File: src/design/b64enc_pkg.sv
// Shared types, constants and the alphabet mapping of the base64 encoder.
`default_nettype none
package b64enc_pkg;

    localparam logic [7:0] PAD_CHAR = 8'h3D;
    localparam logic [5:0] SEXTET_MASK = 6'h3F;

    // Configuration register indexes
    localparam logic CFG_URL_SAFE = 1'b0;
    localparam logic CFG_PAD_EN   = 1'b1;

    // One group of one to three bytes, stamped with the settings it is encoded under
    typedef struct packed {
        logic [23:0] bits;     // first byte in bits 23..16, missing bytes zero
        logic [1:0]  nbytes;   // 1 to 3
        logic        is_end;
        logic        pad;
        logic        url;
    } t_group;

    typedef struct packed {
        logic full;
        logic empty;
    } t_q_status;

    typedef struct packed {
        logic url_safe;
        logic pad_en;
    } t_cfg;

    function automatic logic [7:0] sextet_char(input logic [5:0] v, input logic url);
        logic [5:0] s;
        logic [7:0] c;
        begin
            s = v & SEXTET_MASK;
            if (s < 6'd26) begin
                c = 8'h41 + {2'b00, s};
            end else if (s < 6'd52) begin
                c = 8'h61 + {2'b00, s - 6'd26};
            end else if (s < 6'd62) begin
                c = 8'h30 + {2'b00, s - 6'd52};
            end else if (s == 6'd62) begin
                c = url ? 8'h2D : 8'h2B;
            end else begin
                c = url ? 8'h5F : 8'h2F;
            end
            return c;
        end
    endfunction

endpackage
`default_nettype wire

File: src/design/b64enc_front.sv
// Front end: accepts message bytes and packs them into groups for the queue.
`default_nettype none
module b64enc_front (
    input  wire                 i_clk,
    input  wire                 i_rst_n,
    input  wire                 i_accept,
    input  wire [7:0]           i_data_byte,
    input  wire                 i_message_end,
    input  b64enc_pkg::t_cfg    i_cfg,
    output logic                o_push,
    output b64enc_pkg::t_group  o_group
);

    logic [15:0] r_held, n_held;
    logic [1:0]  r_cnt, n_cnt;

    always_comb begin
        n_held = r_held;
        n_cnt  = r_cnt;
        o_push = 1'b0;
        o_group.nbytes = r_cnt + 2'd1;
        o_group.is_end = i_message_end;
        o_group.pad    = i_cfg.pad_en;
        o_group.url    = i_cfg.url_safe;
        case (r_cnt)
            2'd0:    o_group.bits = {i_data_byte, 16'h0000};
            2'd1:    o_group.bits = {r_held[15:8], i_data_byte, 8'h00};
            default: o_group.bits = {r_held, i_data_byte};
        endcase
        if (i_accept) begin
            if (!i_message_end && r_cnt < 2'd2) begin
                // hold the byte until the group fills or the message ends
                if (r_cnt == 2'd0) begin
                    n_held = {i_data_byte, 8'h00};
                end else begin
                    n_held = {r_held[15:8], i_data_byte};
                end
                n_cnt = r_cnt + 2'd1;
            end else begin
                o_push = 1'b1;
                n_held = 16'h0000;
                n_cnt  = 2'd0;
            end
        end
    end

    always_ff @(posedge i_clk) begin
        if (!i_rst_n) begin
            r_held <= 16'h0000;
            r_cnt  <= 2'd0;
        end else begin
            r_held <= n_held;
            r_cnt  <= n_cnt;
        end
    end

endmodule
`default_nettype wire

File: src/design/b64enc_fifo.sv
// Two-entry group queue between the front end and the character serializer.
`default_nettype none
module b64enc_fifo (
    input  wire                      i_clk,
    input  wire                      i_rst_n,
    input  wire                      i_push,
    input  b64enc_pkg::t_group       i_group,
    input  wire                      i_pop,
    output b64enc_pkg::t_group       o_group,
    output b64enc_pkg::t_q_status    o_status
);

    b64enc_pkg::t_group r_mem [2];
    logic       r_wptr, r_rptr;
    logic [1:0] r_count, n_count;

    assign o_group        = r_mem[r_rptr];
    assign o_status.full  = (r_count == 2'd2);
    assign o_status.empty = (r_count == 2'd0);

    always_comb begin
        n_count = r_count;
        if (i_push && !i_pop) begin
            n_count = r_count + 2'd1;
        end else if (i_pop && !i_push) begin
            n_count = r_count - 2'd1;
        end
    end

    always_ff @(posedge i_clk) begin
        if (i_push) begin
            r_mem[r_wptr] <= i_group;
        end
    end

    always_ff @(posedge i_clk) begin
        if (!i_rst_n) begin
            r_wptr  <= 1'b0;
            r_rptr  <= 1'b0;
            r_count <= 2'd0;
        end else begin
            if (i_push) begin
                r_wptr <= ~r_wptr;
            end
            if (i_pop) begin
                r_rptr <= ~r_rptr;
            end
            r_count <= n_count;
        end
    end

endmodule
`default_nettype wire

File: src/design/b64enc_back.sv
// Back end: turns one queued group into characters, one per cycle unless stalled, into an output register.
`default_nettype none
module b64enc_back (
    input  wire                      i_clk,
    input  wire                      i_rst_n,
    input  b64enc_pkg::t_group       i_group,
    input  b64enc_pkg::t_q_status    i_q_status,
    output logic                     o_pop,
    output logic                     o_out_valid,
    input  wire                      i_out_ready,
    output logic [7:0]               o_out_char,
    output logic                     o_out_last
);

    b64enc_pkg::t_group r_grp;
    logic       r_busy;
    logic [1:0] r_k;
    logic       r_ovalid;
    logic [7:0] r_ochar;
    logic       r_olast;

    logic       can_load;
    logic       at_last;
    logic [1:0] last_k;
    logic [5:0] sextet;
    logic [7:0] char_now;

    assign can_load = !r_ovalid || i_out_ready;
    assign last_k   = r_grp.pad ? 2'd3 : r_grp.nbytes;
    assign at_last  = (r_k == last_k);
    assign o_pop    = !i_q_status.empty && (!r_busy || (can_load && at_last));

    always_comb begin
        case (r_k)
            2'd0:    sextet = r_grp.bits[23:18];
            2'd1:    sextet = r_grp.bits[17:12];
            2'd2:    sextet = r_grp.bits[11:6];
            default: sextet = r_grp.bits[5:0];
        endcase
        // positions past the last data byte are pad
        if (r_k > r_grp.nbytes) begin
            char_now = b64enc_pkg::PAD_CHAR;
        end else begin
            char_now = b64enc_pkg::sextet_char(sextet, r_grp.url);
        end
    end

    always_ff @(posedge i_clk) begin
        if (o_pop) begin
            r_grp <= i_group;
        end
        if (r_busy && can_load) begin
            r_ochar <= char_now;
            r_olast <= r_grp.is_end && at_last;
        end
    end

    always_ff @(posedge i_clk) begin
        if (!i_rst_n) begin
            r_busy   <= 1'b0;
            r_k      <= 2'd0;
            r_ovalid <= 1'b0;
        end else begin
            if (can_load) begin
                r_ovalid <= r_busy;
            end
            if (o_pop) begin
                r_busy <= 1'b1;
                r_k    <= 2'd0;
            end else if (r_busy && can_load) begin
                if (at_last) begin
                    r_busy <= 1'b0;
                end else begin
                    r_k <= r_k + 2'd1;
                end
            end
        end
    end

    assign o_out_valid = r_ovalid;
    assign o_out_char  = r_ochar;
    assign o_out_last  = r_olast;

endmodule
`default_nettype wire

File: src/design/base64_stream_encoder.sv
// Top level of the streaming base64 encoder: config registers, front, queue, back.
`default_nettype none
// Usage:
//   Input channel (i_in_valid / o_in_ready) carries one message byte per
//   transaction, with i_message_end set on the final byte of a message.
//   Output channel (o_out_valid / i_out_ready) carries one character per
//   transaction; o_out_last marks the final character of a message.
//   Config port: write i_cfg_data to register i_cfg_index while i_cfg_we is
//   high (index 0 selects the URL-safe alphabet, index 1 enables '=' pad).
//   Write it only while the block is idle.
// Timing:
//   A byte is taken every cycle while the two-entry group queue has room.
//   The serializer emits one character per cycle while i_out_ready allows;
//   a padded or full group gives four characters, and a short final group
//   without pad gives two or three.
//   The byte that completes a group goes into the queue, then into the
//   serializer's group register, before its first character is registered.
// Reset (synchronous, active low) empties the queue and held bytes, drops
//   any pending output, and restores standard alphabet with pad enabled.
// A stalled receiver holds the output register; the queue absorbs two more
//   groups before o_in_ready drops.
module base64_stream_encoder (
    input  wire         i_clk,
    input  wire         i_rst_n,
    input  wire         i_in_valid,
    output logic        o_in_ready,
    input  wire  [7:0]  i_data_byte,
    input  wire         i_message_end,
    output logic        o_out_valid,
    input  wire         i_out_ready,
    output logic [7:0]  o_out_char,
    output logic        o_out_last,
    input  wire         i_cfg_we,
    input  wire         i_cfg_index,
    input  wire         i_cfg_data
);

    b64enc_pkg::t_cfg      r_cfg;
    b64enc_pkg::t_group    front_group;
    b64enc_pkg::t_group    q_group;
    b64enc_pkg::t_q_status q_status;
    logic                  in_accept;
    logic                  push;
    logic                  pop;

    // Take a byte whenever the queue can absorb a group it might complete
    assign o_in_ready = !q_status.full;
    assign in_accept  = i_in_valid && o_in_ready;

    always_ff @(posedge i_clk) begin
        if (!i_rst_n) begin
            r_cfg.url_safe <= 1'b0;
            r_cfg.pad_en   <= 1'b1;
        end else if (i_cfg_we) begin
            case (i_cfg_index)
                b64enc_pkg::CFG_URL_SAFE: r_cfg.url_safe <= i_cfg_data;
                b64enc_pkg::CFG_PAD_EN:   r_cfg.pad_en   <= i_cfg_data;
                default:                  r_cfg          <= r_cfg;
            endcase
        end
    end

    b64enc_front u_front (
        .i_clk         (i_clk),
        .i_rst_n       (i_rst_n),
        .i_accept      (in_accept),
        .i_data_byte   (i_data_byte),
        .i_message_end (i_message_end),
        .i_cfg         (r_cfg),
        .o_push        (push),
        .o_group       (front_group)
    );

    b64enc_fifo u_fifo (
        .i_clk    (i_clk),
        .i_rst_n  (i_rst_n),
        .i_push   (push),
        .i_group  (front_group),
        .i_pop    (pop),
        .o_group  (q_group),
        .o_status (q_status)
    );

    b64enc_back u_back (
        .i_clk       (i_clk),
        .i_rst_n     (i_rst_n),
        .i_group     (q_group),
        .i_q_status  (q_status),
        .o_pop       (pop),
        .o_out_valid (o_out_valid),
        .i_out_ready (i_out_ready),
        .o_out_char  (o_out_char),
        .o_out_last  (o_out_last)
    );

    // Queue cannot be full and empty at once
    a_q_sane: assert property (@(posedge i_clk) disable iff (!i_rst_n)
        !(q_status.full && q_status.empty))
        else $error("group queue full and empty together");

    // Nothing is offered right after reset
    a_rst_quiet: assert property (@(posedge i_clk)
        !i_rst_n |=> !o_out_valid)
        else $error("output valid right after reset");

    // A pad that is not last is always followed at once by another pad
    a_pad_run: assert property (@(posedge i_clk) disable iff (!i_rst_n)
        (o_out_valid && i_out_ready && !o_out_last && o_out_char == b64enc_pkg::PAD_CHAR)
        |=> (o_out_valid && o_out_char == b64enc_pkg::PAD_CHAR && o_out_last))
        else $error("pad run broken");

    // No push into a full queue unless a pop happens in the same cycle
    a_no_overflow: assert property (@(posedge i_clk) disable iff (!i_rst_n)
        (push && q_status.full) |-> pop)
        else $error("group pushed into full queue");

endmodule
`default_nettype wire
File: config.mk
export PLATFORM = sky130hd
export DESIGN_NAME = base64_stream_encoder
export DESIGN_NICKNAME = d
export VERILOG_FILES = /design/src/design/b64enc_pkg.sv /design/src/design/b64enc_front.sv /design/src/design/b64enc_fifo.sv /design/src/design/b64enc_back.sv /design/src/design/base64_stream_encoder.sv
export SDC_FILE = /design/constraint.sdc
export NUM_CORES = 1
export LEC_CHECK = 0
export BUFFER_PORTS_ARGS = -buffer_cell sky130_fd_sc_hd__buf_2
export CORE_ASPECT_RATIO = 1.2
export CORE_MARGIN = 10
export CORE_UTILIZATION = 66
export DETAILED_ROUTE_END_ITERATION = 10
export GPL_TIMING_DRIVEN = 0
export PLACE_DENSITY_LB_ADDON = 0.25
export SYNTH_ARGS = -nofsm -noshare
export SYNTH_HDL_FRONTEND = slang
export SYNTH_SLANG_ARGS = --single-unit
File: constraint.sdc
create_clock -name i_clk -period 7.1 [get_ports i_clk]
set_input_delay 1.42 -clock i_clk [delete_from_list [all_inputs] [get_ports i_clk]]
set_output_delay 1.42 -clock i_clk [all_outputs]
set_load 0.01 [all_outputs]
Word level (Yosys, flattened, before mapping)
Memories as Yosys holds them, arrays and structs flattened. A register that Yosys moved wholly into a read port is not among the register bits.
Cells that the tools add are included.
- register bits: 37
- bits in writable memories: 58
- bits of input ports: 16
- output and inout bits: 11
- word-level logic and storage cells: 90
- memories: 1
- memory list (memory ; depth ; width ; rd ports ; clocked after Yosys merged registers in ; write ports ; RTL line ; text):
    u_fifo.r_mem ; 2 ; 29 ; 1 ; 1 ; 1 ; b64enc_fifo.sv:13 ; b64enc_pkg::t_group r_mem [2];
- add/subtract/negate cells: 9
- $lt $le $gt $ge: 5
- eq/ne operators: 7
- multiplexer cells: 21
- bitwise logic cells: 5
- reductions and logical operators: 29
- operators with widths (operator ; number):
    one-hot mux 24 bit (2 select lines) ; 1
    2-to-1 mux 16 bit ; 2
    2-to-1 mux 8 bit ; 4
    one-hot mux 6 bit (3 select lines) ; 1
    adder 7 x 6 -> 8 bit, first input constant ; 2
    less-than comparator 6 bit, second input constant ; 2
    AND reduction 2 bit ; 5
    logical AND 1 bit ; 8
    2-to-1 mux 2 bit ; 4
    adder 6 x 6 -> 7 bit, first input constant ; 1
    logical NOT 1 bit ; 7
    2-to-1 mux 1 bit ; 7
    2-to-1 mux 7 bit ; 1
    adder 2 x 1 -> 2 bit, second input constant ; 3
    equality test 6 bit, second input constant ; 1
    logical NOT 2 bit ; 3
    less-than comparator 6 x 5 -> 1 bit, second input constant ; 1
    nonzero test 2 bit ; 3
    subtractor 6 x 5 -> 6 bit, second input constant ; 1
    subtractor 6 bit, second input constant ; 1
    NOT 1 bit ; 5
    equality test 2 x 1 -> 1 bit, second input constant ; 2
    equality test 2 bit, second input constant ; 2
    2-to-1 mux 3 bit ; 1
    other kinds (7) ; 8

Depth between registers and ports, before layout
Gate-level depths: netlist (run 1).
- depth after elaboration: 8
- gate-level depth with buffers: 14
- gate-level depth less buffers: 12

Modules after synthesis
From an unflattened synthesis (run 1), not the netlist that was laid out.
- cell total of the unflattened synthesis: 434
- area total of the unflattened synthesis: 5779.3 um^2
- by module, submodules not included (module ; times used ; cells each ; area each (um^2) ; seq. area each (um^2)):
    b64enc_back ; 1 ; 192 ; 2346.0 ; 1221.2
    b64enc_fifo ; 1 ; 112 ; 2308.5 ; 1841.8
    b64enc_front ; 1 ; 119 ; 1029.7 ; 360.3
    base64_stream_encoder ; 1 ; 11 ; 95.1 ; 40.0

Worst setup path after synthesis (run 1)
Ideal clock, no wire load.
- path kind: input -> register
- start point: in i_in_valid
- end point: mem u_fifo.r_mem[0][0] (netlist bit), enable pin
- setup time: 0.454 ns
- data arrival time: 3.817 ns
- required time: 6.646 ns
- slack: 2.829 ns
- cell stages on the path: 3
- buffers on the path: 1
- cells stage by stage: nand2_1 -> clkbuf_1 -> nor3_1
- word-level cells in the longest chain between the ends: 4
- ends and longest elaborated chain (what ; RTL line ; text):
    start, declared ; base64_stream_encoder.sv:25 ; input wire i_in_valid,
    logical AND 1 bit ; base64_stream_encoder.sv:48 ; assign in_accept = i_in_valid && o_in_ready;
    2-to-1 mux 1 bit ; b64enc_front.sv:30 ; if (i_accept) begin
    2-to-1 mux 1 bit ; b64enc_fifo.sv:31 ; if (i_push) begin
    2-to-1 mux 1 bit (not written as such) ; b64enc_fifo.sv:32 ; r_mem[r_wptr] <= i_group;
    end, declared ; b64enc_fifo.sv:13 ;
No other way between the ends.

Final worst setup path (run 1)
- start point: reg u_back.r_k[0]
- end point: reg u_back.r_ochar[4] (netlist: u_back.o_out_char[4]) (data pin)
- word-level cells in the longest chain between the ends: 7
- elaborated cells on any way between the ends: 18
- those cells by class: add/sub: 5; order compare: 4; eq/ne: 3; mux: 5; reduce/logical: 1
- ends and longest elaborated chain (what ; RTL line ; text):
    start, declared ; b64enc_back.sv:17 ; logic [1:0] r_k;
    start signal, assigned ; b64enc_back.sv:74 ; r_k <= r_k + 2'd1;
    equality test 2 bit (tied with other cells) ; b64enc_back.sv:34 ; case (r_k)
    one-hot mux 6 bit (3 select lines) ; b64enc_back.sv:34 ;
    subtractor 6 bit or equality test 6 bit (tied branches) ; b64enc_pkg.sv:41, b64enc_pkg.sv:42 ;
    adder 6 x 6 -> 7 bit or 2-to-1 mux 8 bit (tied branches) ; b64enc_pkg.sv:41, b64enc_pkg.sv:42 ;
    2-to-1 mux 8 bit ; b64enc_pkg.sv:40 ; end else if (s < 6'd62) begin
    2-to-1 mux 8 bit ; b64enc_pkg.sv:38 ; end else if (s < 6'd52) begin
    2-to-1 mux 8 bit ; b64enc_pkg.sv:36 ; if (s < 6'd26) begin
    end signal, assigned ; b64enc_back.sv:53 ; r_ochar <= char_now;
    end, declared ; b64enc_back.sv:19 ; logic [7:0] r_ochar;
Several ways; a longest one is shown, not always the timed one.
A chain may end at the register's enable or synchronous reset.

==> results.yml, run 1 <==
floorplanning:
  initial_core_util_pct: 68.6
  die_h_um: 121
  die-area_um2: 12600
  ioPinCount: 27
  fp.dieW_um: 104
  row_count: 36
  core_um2: 8200
worst_setup_path:
  r2r_start: "u_back.r_k[0]"
  required_ns: 7.37
  timing.rr.end: "u_back.o_out_char[4]"
  end_kind: "flop"
  ff2ff_path_depth: 11
  crit_path_start_kind: "flop"
  critPathKind: "flop to flop"
  crit_fanout: 6
  arrival_ns: 4.37
  regToRegSetupSlack_ns: 3.00
power_and_ir_drop:
  internal-power_mw: 1.86
  p_sw_mw: 0.923
  p_sw_share_pct: 33.2
  p_per_area_nw_per_um2: 430
  vdd_drop_max_mv: 0.314
  p_comb_share_pct: 34.5
  p_clk_share_pct: 27.6
  leakage_nw: 2.32
  pwr-share-seq_pct: 37.9
cts:
  cts.path.max_buffers: 2
  htreeDepth: 4
  postCtsSetupBuffers: 0
  clk_pin_slew_worst_paths_ns: 0.06
  root_buffer: "clkbuf_8"
  cts_resized: 0
  cts_hold_buf: 0
  clkSinkCount: 124
  clk_latency_ns: 0.53
  cts_tree: "yes"
  cts_inserted_buffers: 17
layout:
  syn_to_final_growth_pct: 15.1
  nets: 513
  layout_commonest_cell: "edfxtp_1"
  multi_input_comb_area_um2: 2020
  diodes: 0
  regArea_um2: 3440
  layout_common_cells: "edfxtp_1 (96), mux2_2 (31), dfxtp_1 (28), nor2b_1 (25), buf_2 (25)"
  nFillCells: 496
  drive_above_1_share_pct: 19.1
logic_synthesis:
  synth_area_leaders: "edfxtp_1 (51%), dfxtp_1 (10%), mux2_2 (6.2%)"
  async_flop_share_pct: 0
  synth_flop_cell: "edfxtp_1"
  synth_area_leader_cell: "edfxtp_1"
  postSynthNetCount: 466
  synth_top_area_share_pct: 51.3
  synth_area_um2: 5620
  synth_edf_count: 96
  ys_warn_count: 0
  synth_seq_cells: 124
  syn_area_per_cell_um2: 13.0
  ys_seq_area_share_pct: 61.3
  ys_types: 56
  synth_cells: 434
global_route:
  grt_pass1_wl_mm: 19.3
  grt_max_degree: 31
  gr-total-overflow: 0
  antenna_found_initial: 0
  grt_usage_pct: 19.4
  first_global_vias: 3827
sta:
  finalSetupViolCount: 0
  min_period_ns: 4.10
  finalSetupTns_ns: 0
  skew_ns: 0.0114
  worst_slew_pin_slew_ns: 1.35
  rsz0062_at_grt: "no"
  holdWs_ns: 0.478
  hold_viol_final: 0
  maxSlewViolCount: 0
  period_share_pct: 57.8
  timing.fmax_ghz: 0.244
  max_slew_margin_pct: 9.35
status:
  status: "completed"
run:
  drv_cap: 0
route:
  wl_per_cell_um: 19.9
  wirelength_mm: 12.1
  dr.pass1.iters: 5
  dr.first_iter.drc_count: 283
  viasPerCell: 6.12
  ant_nets: 0
  drc: 0
  vias: 3710
hold_path:
  holdCritStartpoint: "r_cfg[0]"
  hp-class: "flop to flop"
  min_path_cells: 0
  whs_endpoint: "u_fifo.r_mem[1][1]"
place:
  hpwl_mm: 8.11
  io_buffers: 25
  gp_congestion: 0.905
power by group through the flow:
stage / combinational [mW] / clock, mW / sequential (mW)
2_1_floorplan: 0.681 / 0 / 1.06
3_3_place_gp: 0.923 / 0 / 1.06
3_5_place_dp: 0.943 / 0 / 1.06
4_1_cts: 0.954 / 0.771 / 1.05
5_1_grt: 1.05 / 0.805 / 1.07
6_report: 0.960 / 0.769 / 1.05
metrics by stage:
stage | worst slack, ns | instance area (µm²) | power [mW] | cells | util [%]
final | 3.00 | 6470 | 2.78 | 606 | 78.9
after global routing | 2.84 | 6470 | 2.93 | 606 | 78.9
after CTS | 3.00 | 6440 | 2.78 | 605 | 78.6
after detailed placement | 3.07 | 5920 | 2.01 | 575 | 72.2
after global placement | 1.74 | 5890 | 1.98 | 573 | 71.8
after floorplan | 2.83 | 5620 | 1.74 | 434 | -
routing by layer:
metal	part of all wire, %	vias to the layer above	track usage [%]
li1	-	1744	-
met2	53	116	35.7
met4	2.4	0	7.06
met3	4.4	30	5.42
met5	0	-	0
met1	40	1820	20.7
worst max-delay path: stages, from the launching register on:
cell	delay (ns)
dfxtp_1	0.46
inv_1	0.16
ha_1	0.34
a222oi_1	0.69
a21oi_1	0.34
ha_1	0.38
and2b_2	0.25
o211ai_1	0.11
mux2i_1	0.27
o211ai_1	0.13
mux2_1	0.35
a311o_1	0.36
state kept, by name, summed over array words and instances (netlist names):
signal,count
u_back.o_out_char,8
u_back.r_k,2
u_fifo.r_mem,58
u_fifo.r_rptr,1
u_back.r_grp,29
u_front.r_held,16
u_back.o_out_last,1
u_back.r_busy,1
u_front.r_cnt,2
u_fifo.r_count,2
u_fifo.r_wptr,1
r_cfg,2
u_back.o_out_valid,1
worst max-delay path by stage:
stage / startpoint / to / slack, ns / depth (start not counted)
after floorplan: i_in_valid / u_fifo.r_mem[0][0] / 2.83 / 3
after global placement: i_in_valid / u_fifo.r_mem[0][9] / 1.74 / 4
after detailed placement: u_back.r_k[0] / u_back.o_out_char[4] / 3.07 / 11
after CTS: u_back.r_k[0] / u_back.o_out_char[4] / 3.00 / 11
after global routing: u_back.r_k[0] / u_back.o_out_char[4] / 2.84 / 12
final: u_back.r_k[0] / u_back.o_out_char[4] / 3.00 / 11
synthesized netlist by cell type (10+ instances only):
cell type and n:
ha_1 16, nand2b_1 14, nor2b_1 25, dfxtp_1 28, a22oi_1 16, clkbuf_1 13, nand2_1 24, edfxtp_1 96
a21oi_1 10, and2_1 12, inv_1 17, mux2_2 31, o21ai_0 20
kinds of logic (layout without fill, tap and decap cells):
logic type	Yosys count	after routing	share of synthesized area, %
AOI/OAI and AO/OA	96	96	12.1
xor gates and xnor gates	8	8	1.25
adders and majority gates	16	16	3.56
buffers and inverters	36	94	2.87
DFF	124	124	61.3
muxes	37	37	7.30
and+or+nand+nor	117	117	11.7
cell type report:
type | instances | area share, %
plain buffers | 18 | 1.43
clock buffers | 19 | 6.52
clock inverters | 11 | 1.61
inverters | 18 | 1.06
multi-input cells | 274 | 31.2
flip-flops and latches | 124 | 53.2
well taps | 114 | 2.21
repair buffers | 28 | 2.71
Note: power is estimated with default switching activity, not from simulation.
==> run 2, diff against run 1 <==
--- a/config.mk
+++ b/config.mk
@@ -8,7 +8,7 @@
 export BUFFER_PORTS_ARGS = -buffer_cell sky130_fd_sc_hd__buf_2
 export CORE_ASPECT_RATIO = 1.2
 export CORE_MARGIN = 10
-export CORE_UTILIZATION = 66
+export CORE_UTILIZATION = 55
 export DETAILED_ROUTE_END_ITERATION = 10
 export GPL_TIMING_DRIVEN = 0
 export PLACE_DENSITY_LB_ADDON = 0.25
==> constraint.sdc (replaced) <==
create_clock -name i_clk -period 3.7 [get_ports i_clk]
set_input_delay 0.74 -clock i_clk [delete_from_list [all_inputs] [get_ports i_clk]]
set_output_delay 0.74 -clock i_clk [all_outputs]
set_load 0.01 [all_outputs]
==> run 2 against run 1 <==
Compared with the run above: core utilization is 13 points lower; clock-buffer cell count is 2 lower; largest power group unchanged; cell count is 3.3% higher; largest cell class unchanged; via count is 1.9% lower; setup slack worse by 2.9 ns; sequential share of layout area is 1.2 points lower; register-to-register slack worse by 2.9 ns; non-clock buffer count is 6 higher; sequential cell count stayed put; sequential power is 91% higher.
==> results.yml, run 2 (same netlist as run 1, synthesis figures left out) <==
sta:
  finalSetupViolCount: 0
  rsz0062_at_grt: "yes"
  timing.fmax_ghz: 0.281
  min_period_ns: 3.56
  maxSlewViolCount: 0
  skew_ns: 0.0105
  worst_slew_pin_slew_ns: 1.33
  finalWorstSetupSlack_ns: 0.136
  period_share_pct: 96.3
  max_slew_margin_pct: 10.4
  finalSetupTns_ns: 0
  hold_viol_final: 0
worst_setup_path:
  end_kind: "flop"
  crit_path_start_kind: "flop"
  crit_start: "u_back.r_k[0]"
  timing.rr.end: "u_back.o_out_char[4]"
  ff2ff_path_depth: 12
  critPathKind: "flop to flop"
  crit_fanout: 10
  required_ns: 3.87
  arrival_ns: 3.73
  crit_path_end: "u_back.o_out_char[4]"
  r2r_start: "u_back.r_k[0]"
  regToRegSetupSlack_ns: 0.14
route:
  drc: 0
  viasPerCell: 5.81
  dr.first_iter.drc_count: 262
  ant_nets: 0
  dr.pass1.iters: 5
  wirelength_mm: 11.2
  wl_per_cell_um: 17.9
  vias: 3639
hold_path:
  hp-class: "flop to flop"
place:
  hpwl_mm: 7.68
  pre_cts_ws_ns: -0.185
  io_buffers: 25
  gp_congestion: 0.922
  place_inst: 587
layout:
  layout_common_cells: "edfxtp_1 (96), mux2_2 (31), dfxtp_1 (28), nor2b_1 (25), buf_2 (25)"
  drive_above_1_share_pct: 22.6
  multi_input_comb_area_um2: 2040
  syn_to_final_growth_pct: 17.7
  nFillCells: 716
  layout_commonest_cell: "edfxtp_1"
  largestRegisters: "u_fifo.r_mem: 58 flops, u_back.r_grp: 29 flops, u_front.r_held: 16 flops"
  diodes: 0
  largest_reg_flops: 58
  regArea_um2: 3440
  regMostFlops: "u_fifo.r_mem"
  nets: 519
  final_cells: 626
  final_util_pct: 66.1
cts:
  cts.path.max_buffers: 2
  cts_tree: "yes"
  clk_latency_ns: 0.41
  root_buffer: "clkbuf_16"
  htreeDepth: 4
  clkSinkCount: 124
  clk_pin_slew_worst_paths_ns: 0.06
  cts_inserted_buffers: 17
power_and_ir_drop:
  power_mw: 5.59
  vdd_drop_max_mv: 0.450
  leakage_nw: 2.37
  p_per_area_nw_per_um2: 845
global_route:
  antenna_found_initial: 0
  grt_max_degree: 31
  grt_usage_pct: 15.9
  first_global_vias: 3813
  gr-total-overflow: 0
  grt_pass1_wl_mm: 18.6
floorplanning:
  core_um2: 10000
  ioPinCount: 27
  die-area_um2: 14700
  row_count: 40
  fp.dieW_um: 112
  initial_core_util_pct: 56.1
  die_h_um: 131
status:
  status: "completed"
run:
  drv_cap: 0
-- run 2: stage by stage --
step | area [µm²] | hold WS (ns)
after floorplan | 5620 | 0.425
after global placement | 5900 | 0.457
after detailed placement | 5930 | 0.466
after CTS | 6590 | 0.482
after global routing | 6610 | 0.503
final | 6610 | 0.481
-- run 2: final cells by class --
cell class | instances | area share (%)
Sequential cell | 124 | 52.1
Multi-Input combinational cell | 274 | 30.9
Clock buffer | 17 | 6.43
Timing Repair Buffer | 35 | 3.20
Clock inverter | 15 | 2.63
Tap cell | 126 | 2.38
Buffer | 17 | 1.34
Inverter | 18 | 1.04
-- run 2: worst max-delay path, cell delays in order, from the launching register on --
cell,delay [ns]
dfxtp_1,0.45
inv_1,0.14
ha_1,0.33
a222oi_1,0.35
buf_4,0.18
a21oi_2,0.14
ha_1,0.33
and2b_2,0.25
o211ai_1,0.10
mux2i_1,0.23
o211ai_1,0.13
mux2_1,0.33
a311o_1,0.35
-- run 2: worst min path at each step --
stage                        from                  to  slack, ns  depth (start not counted)
floorplan                r_cfg[1]  u_fifo.r_mem[0][0]       0.43                          0
global placement    u_back.r_busy  u_back.o_out_valid       0.46                          1
detailed placement  u_back.r_busy  u_back.o_out_valid       0.47                          1
CTS                 u_back.r_busy  u_back.o_out_valid       0.48                          1
global route             r_cfg[0]  u_fifo.r_mem[0][1]       0.50                          0
finish              u_back.r_busy  u_back.o_out_valid       0.48                          1
-- run 2: what timing repair did --
action,CTS,global route
gates resized for setup,0,4
hold buffers,0,0
pin swaps,4,0
hold endpoints to repair,0,0
endpoints found under the setup margin,5,5
buffers inserted,8,0
-- run 2: where the power goes --
group / internal, mW / total [mW] / switching [mW] / leakage, nW
Combinational: 0.816 / 1.92 / 1.10 / 0.971
Clock: 1.05 / 1.66 / 0.604 / 0.271
Sequential: 1.90 / 2.01 / 0.116 / 1.12
-- run 2: layer usage --
layer	vias to the layer above	routed length [µm]	share of wire [%]	track usage [%]
met5	-	0	0	0
met4	0	252	2.3	7.70
met3	24	425	3.8	4.79
met2	95	5970	53	28.1
met1	1771	4530	41	17.2
li1	1749	-	-	-
==> run 3, diff against run 2 <==
--- a/config.mk
+++ b/config.mk
@@ -7,11 +7,12 @@
 export LEC_CHECK = 0
 export BUFFER_PORTS_ARGS = -buffer_cell sky130_fd_sc_hd__buf_2
 export CORE_ASPECT_RATIO = 1.2
-export CORE_MARGIN = 10
+export CORE_MARGIN = 4
 export CORE_UTILIZATION = 55
 export DETAILED_ROUTE_END_ITERATION = 10
 export GPL_TIMING_DRIVEN = 0
 export PLACE_DENSITY_LB_ADDON = 0.25
 export SYNTH_ARGS = -nofsm -noshare
 export SYNTH_HDL_FRONTEND = slang
+export SYNTH_HIERARCHICAL = 1
 export SYNTH_SLANG_ARGS = --single-unit
==> run 3 against run 2 <==
Compared with the run above: clock skew is 0.0052 ns lower; wire length decreased by 7.7%; power is 4.5% higher; core utilization shrank 0.71 points; via count down 4.3%; non-clock buffer count shrank 8; cell count is 1.3% lower; sequential power is 3% higher; sequential share of layout area increased by 0.086 points; maximum frequency grew 5.1%; design area grew 0.42%; global-route usage grew 2.8 points; critical path type unchanged; largest cell class unchanged.
==> results.yml, run 3 <==
status:
  status: "completed"
layout:
  diodes: 0
  layout_commonest_cell: "edfxtp_1"
  multi_input_comb_area_um2: 2140
  drive_above_1_share_pct: 24.2
  syn_to_final_growth_pct: 14.9
  largest_reg_flops: 58
  largestRegisters: "u_fifo/r_mem: 58 flops, u_back/r_grp: 29 flops, u_front/r_held: 16 flops"
  regArea_um2: 3460
  regMostFlops: "u_fifo/r_mem"
  layout_common_cells: "edfxtp_1 (96), buf_2 (33), dfxtp_1 (29), mux2_2 (29), nand2_1 (21)"
  nFillCells: 755
  nets: 511
hold_path:
  whs_endpoint: "r_cfg[1]"
  hp-class: "flop to flop"
  min_path_cells: 2
  holdCritStartpoint: "r_cfg[1]"
worst_setup_path:
  regToRegSetupSlack_ns: 0.31
  arrival_ns: 3.54
  crit_path_start_kind: "flop"
  end_kind: "flop"
  ff2ff_path_depth: 11
  critPathKind: "flop to flop"
  timing.rr.end: "u_back/o_out_char[4]"
  r2r_start: "u_back/r_k[0]"
  crit_start: "u_back/r_k[0]"
  required_ns: 3.85
  crit_fanout: 7
place:
  pre_cts_ws_ns: 0.187
  gp_congestion: 0.848
  io_buffers: 26
  hpwl_mm: 7.18
route:
  wl_met1_mm: 4.28
  wl_met3_um: 318
  wirelength_mm: 10.3
  top_layer: "met4"
  wl_per_cell_um: 16.7
  viasPerCell: 5.64
  dr.pass1.iters: 7
  wl_met2_mm: 5.49
  ant_nets: 0
  drc: 0
  vias: 3484
  dr.first_iter.drc_count: 169
cts:
  cts_inserted_buffers: 17
  cts.path.max_buffers: 2
  root_buffer: "clkbuf_16"
  clk_pin_slew_worst_paths_ns: 0.05
  clkSinkCount: 125
  postCtsSetupBuffers: 0
  cts_hold_buf: 0
  clk_latency_ns: 0.40
  cts_tree: "yes"
  htreeDepth: 4
logic_synthesis:
  ys_warn_count: 6
  synth_compound_area_share_pct: 10.9
  synth.mux.area_fraction_pct: 9.27
  synthTopCellsByCount: "edfxtp_1 (96), dfxtp_1 (29), mux2_2 (29), nand2_1 (21), nor2_1 (20)"
  synth_flop_cell: "edfxtp_1"
  synth_area_leader_cell: "edfxtp_1"
  synth.most_common_cell: "edfxtp_1"
  ys_types: 65
  synth_edf_count: 96
  async_flop_share_pct: 0
  synth_area_um2: 5780
  synth_top_area_share_pct: 49.9
  synthAdderAreaFrac_pct: 3.46
  ys_seq_area_share_pct: 59.9
  postSynthNetCount: 466
  synth_seq_cells: 125
  synthXorXnorAreaFrac_pct: 1.52
  synth_top_family_by_area: "simple AND/OR/NAND/NOR gates"
  synth_cells: 434
  syn_area_per_cell_um2: 13.3
  yosys.area_share.simple_pct: 11.5
  synth_area_leaders: "edfxtp_1 (50%), dfxtp_1 (10%), mux2_2 (5.7%)"
sta:
  hold_viol_final: 0
  finalSetupTns_ns: 0
  rsz0062_at_grt: "no"
  min_period_ns: 3.39
  maxSlewViolCount: 0
  finalWorstSetupSlack_ns: 0.310
  period_share_pct: 91.6
  skew_ns: 0.00535
  max_slew_margin_pct: 10.9
  finalSetupViolCount: 0
  worst_slew_pin_slew_ns: 1.34
  timing.fmax_ghz: 0.295
run:
  drv_cap: 0
floorplanning:
  ioPinCount: 27
  die_h_um: 120
  core_um2: 10200
  initial_core_util_pct: 56.9
  die-area_um2: 12200
  fp.dieW_um: 102
  row_count: 40
global_route:
  grt_pass1_wl_mm: 17.6
  grt_usage_pct: 18.8
  gr-total-overflow: 0
  grt_max_degree: 32
  antenna_found_initial: 0
  first_global_vias: 3573
power_and_ir_drop:
  p_clk_share_pct: 26.0
  p_comb_share_pct: 38.5
  vdd_drop_max_mv: 0.402
  p_sw_mw: 1.98
  internal-power_mw: 3.86
  pwr-share-seq_pct: 35.5
  p_sw_share_pct: 33.9
  p_per_area_nw_per_um2: 879
  leakage_nw: 2.44
==> run 3: changes by cell type in the layout (fill, tap and decap cells not counted), moves of 6 or more <==
cell,delta
mux2i_1,+10
buf_2,+8
buf_4,-6
clkinvlp_4,-6
a22oi_1,-6
nor2_1,+12
nor2b_1,-8
==> run 3: worst max-delay path, cell delays in order (launching register included) <==
cell and delay (ns):
dfxtp_1 0.40, inv_1 0.14, ha_1 0.34, a222oi_1 0.48
mux2i_2 0.26, ha_1 0.27, nor2b_1 0.18, and3_1 0.19
a221oi_1 0.24, nand3_1 0.15, mux2i_1 0.15, a221o_1 0.33
==> run 3: through the flow <==
step                utilization [%]  hold WS [ns]  power (mW)  instance area (µm²)  instances
floorplan                         -         0.435        3.80                 5780        434
global placement               59.7         0.453        4.27                 6070        586
detailed placement             59.9         0.463        4.32                 6080        586
CTS                            65.3         0.470        5.85                 6640        618
global route                   65.4         0.507        6.19                 6640        618
finish                         65.4         0.463        5.84                 6640        618
==> run 3: cell families after synthesis <==
kind of cell	Yosys count
buffers and inverters	35
and+or+nand+nor	115
DFF	125
muxes	48
adders and majority gates	16
AOI/OAI and AO/OA	85
xor gates and xnor gates	10
==> run 3: final cells by class <==
class / instances / share of cell area, %
sequential: 125 / 52.2
buffer: 18 / 1.88
timing repair buffer: 26 / 1.96
clock inverter: 5 / 0.415
tap: 126 / 2.37
multi-input combinational: 274 / 32.2
inverter: 17 / 1.11
clock buffer: 27 / 7.91
==> run 3: layer usage <==
layer / vias up / track usage (%)
met5: - / 0
met4: 0 / 8.98
met3: 18 / 5.14
met2: 82 / 31.1
met1: 1682 / 22.4
li1: 1702 / -
==> run 3: how the worst max path moves through the flow <==
stage | endpoint | slack, ns | depth (start not counted)
2_1_floorplan | u_fifo/r_count[1] | 0.33 | 9
3_3_place_gp | u_fifo/r_mem[0][18] | -0.55 | 6
3_5_place_dp | u_back/o_out_char[4] | 0.19 | 11
4_1_cts | u_back/o_out_char[4] | 0.16 | 11
5_1_grt | u_back/o_out_char[4] | 0.07 | 11
6_report | u_back/o_out_char[4] | 0.31 | 11
==> run 3: timing repair <==
item / 4_1_cts / 5_1_grt
hold endpoints to repair: 0 / 0
gates resized for setup: 0 / 2
setup endpoints to repair: 0 / 1
==> run 3: power groups by stage <==
stage          Combinational [mW]  Clock [mW]  Sequential [mW]
4_1_cts                      2.23        1.55             2.08
2_1_floorplan                1.70           0             2.10
3_5_place_dp                 2.22           0             2.10
5_1_grt                      2.47        1.62             2.10
6_report                     2.25        1.52             2.07
3_3_place_gp                 2.18           0             2.09
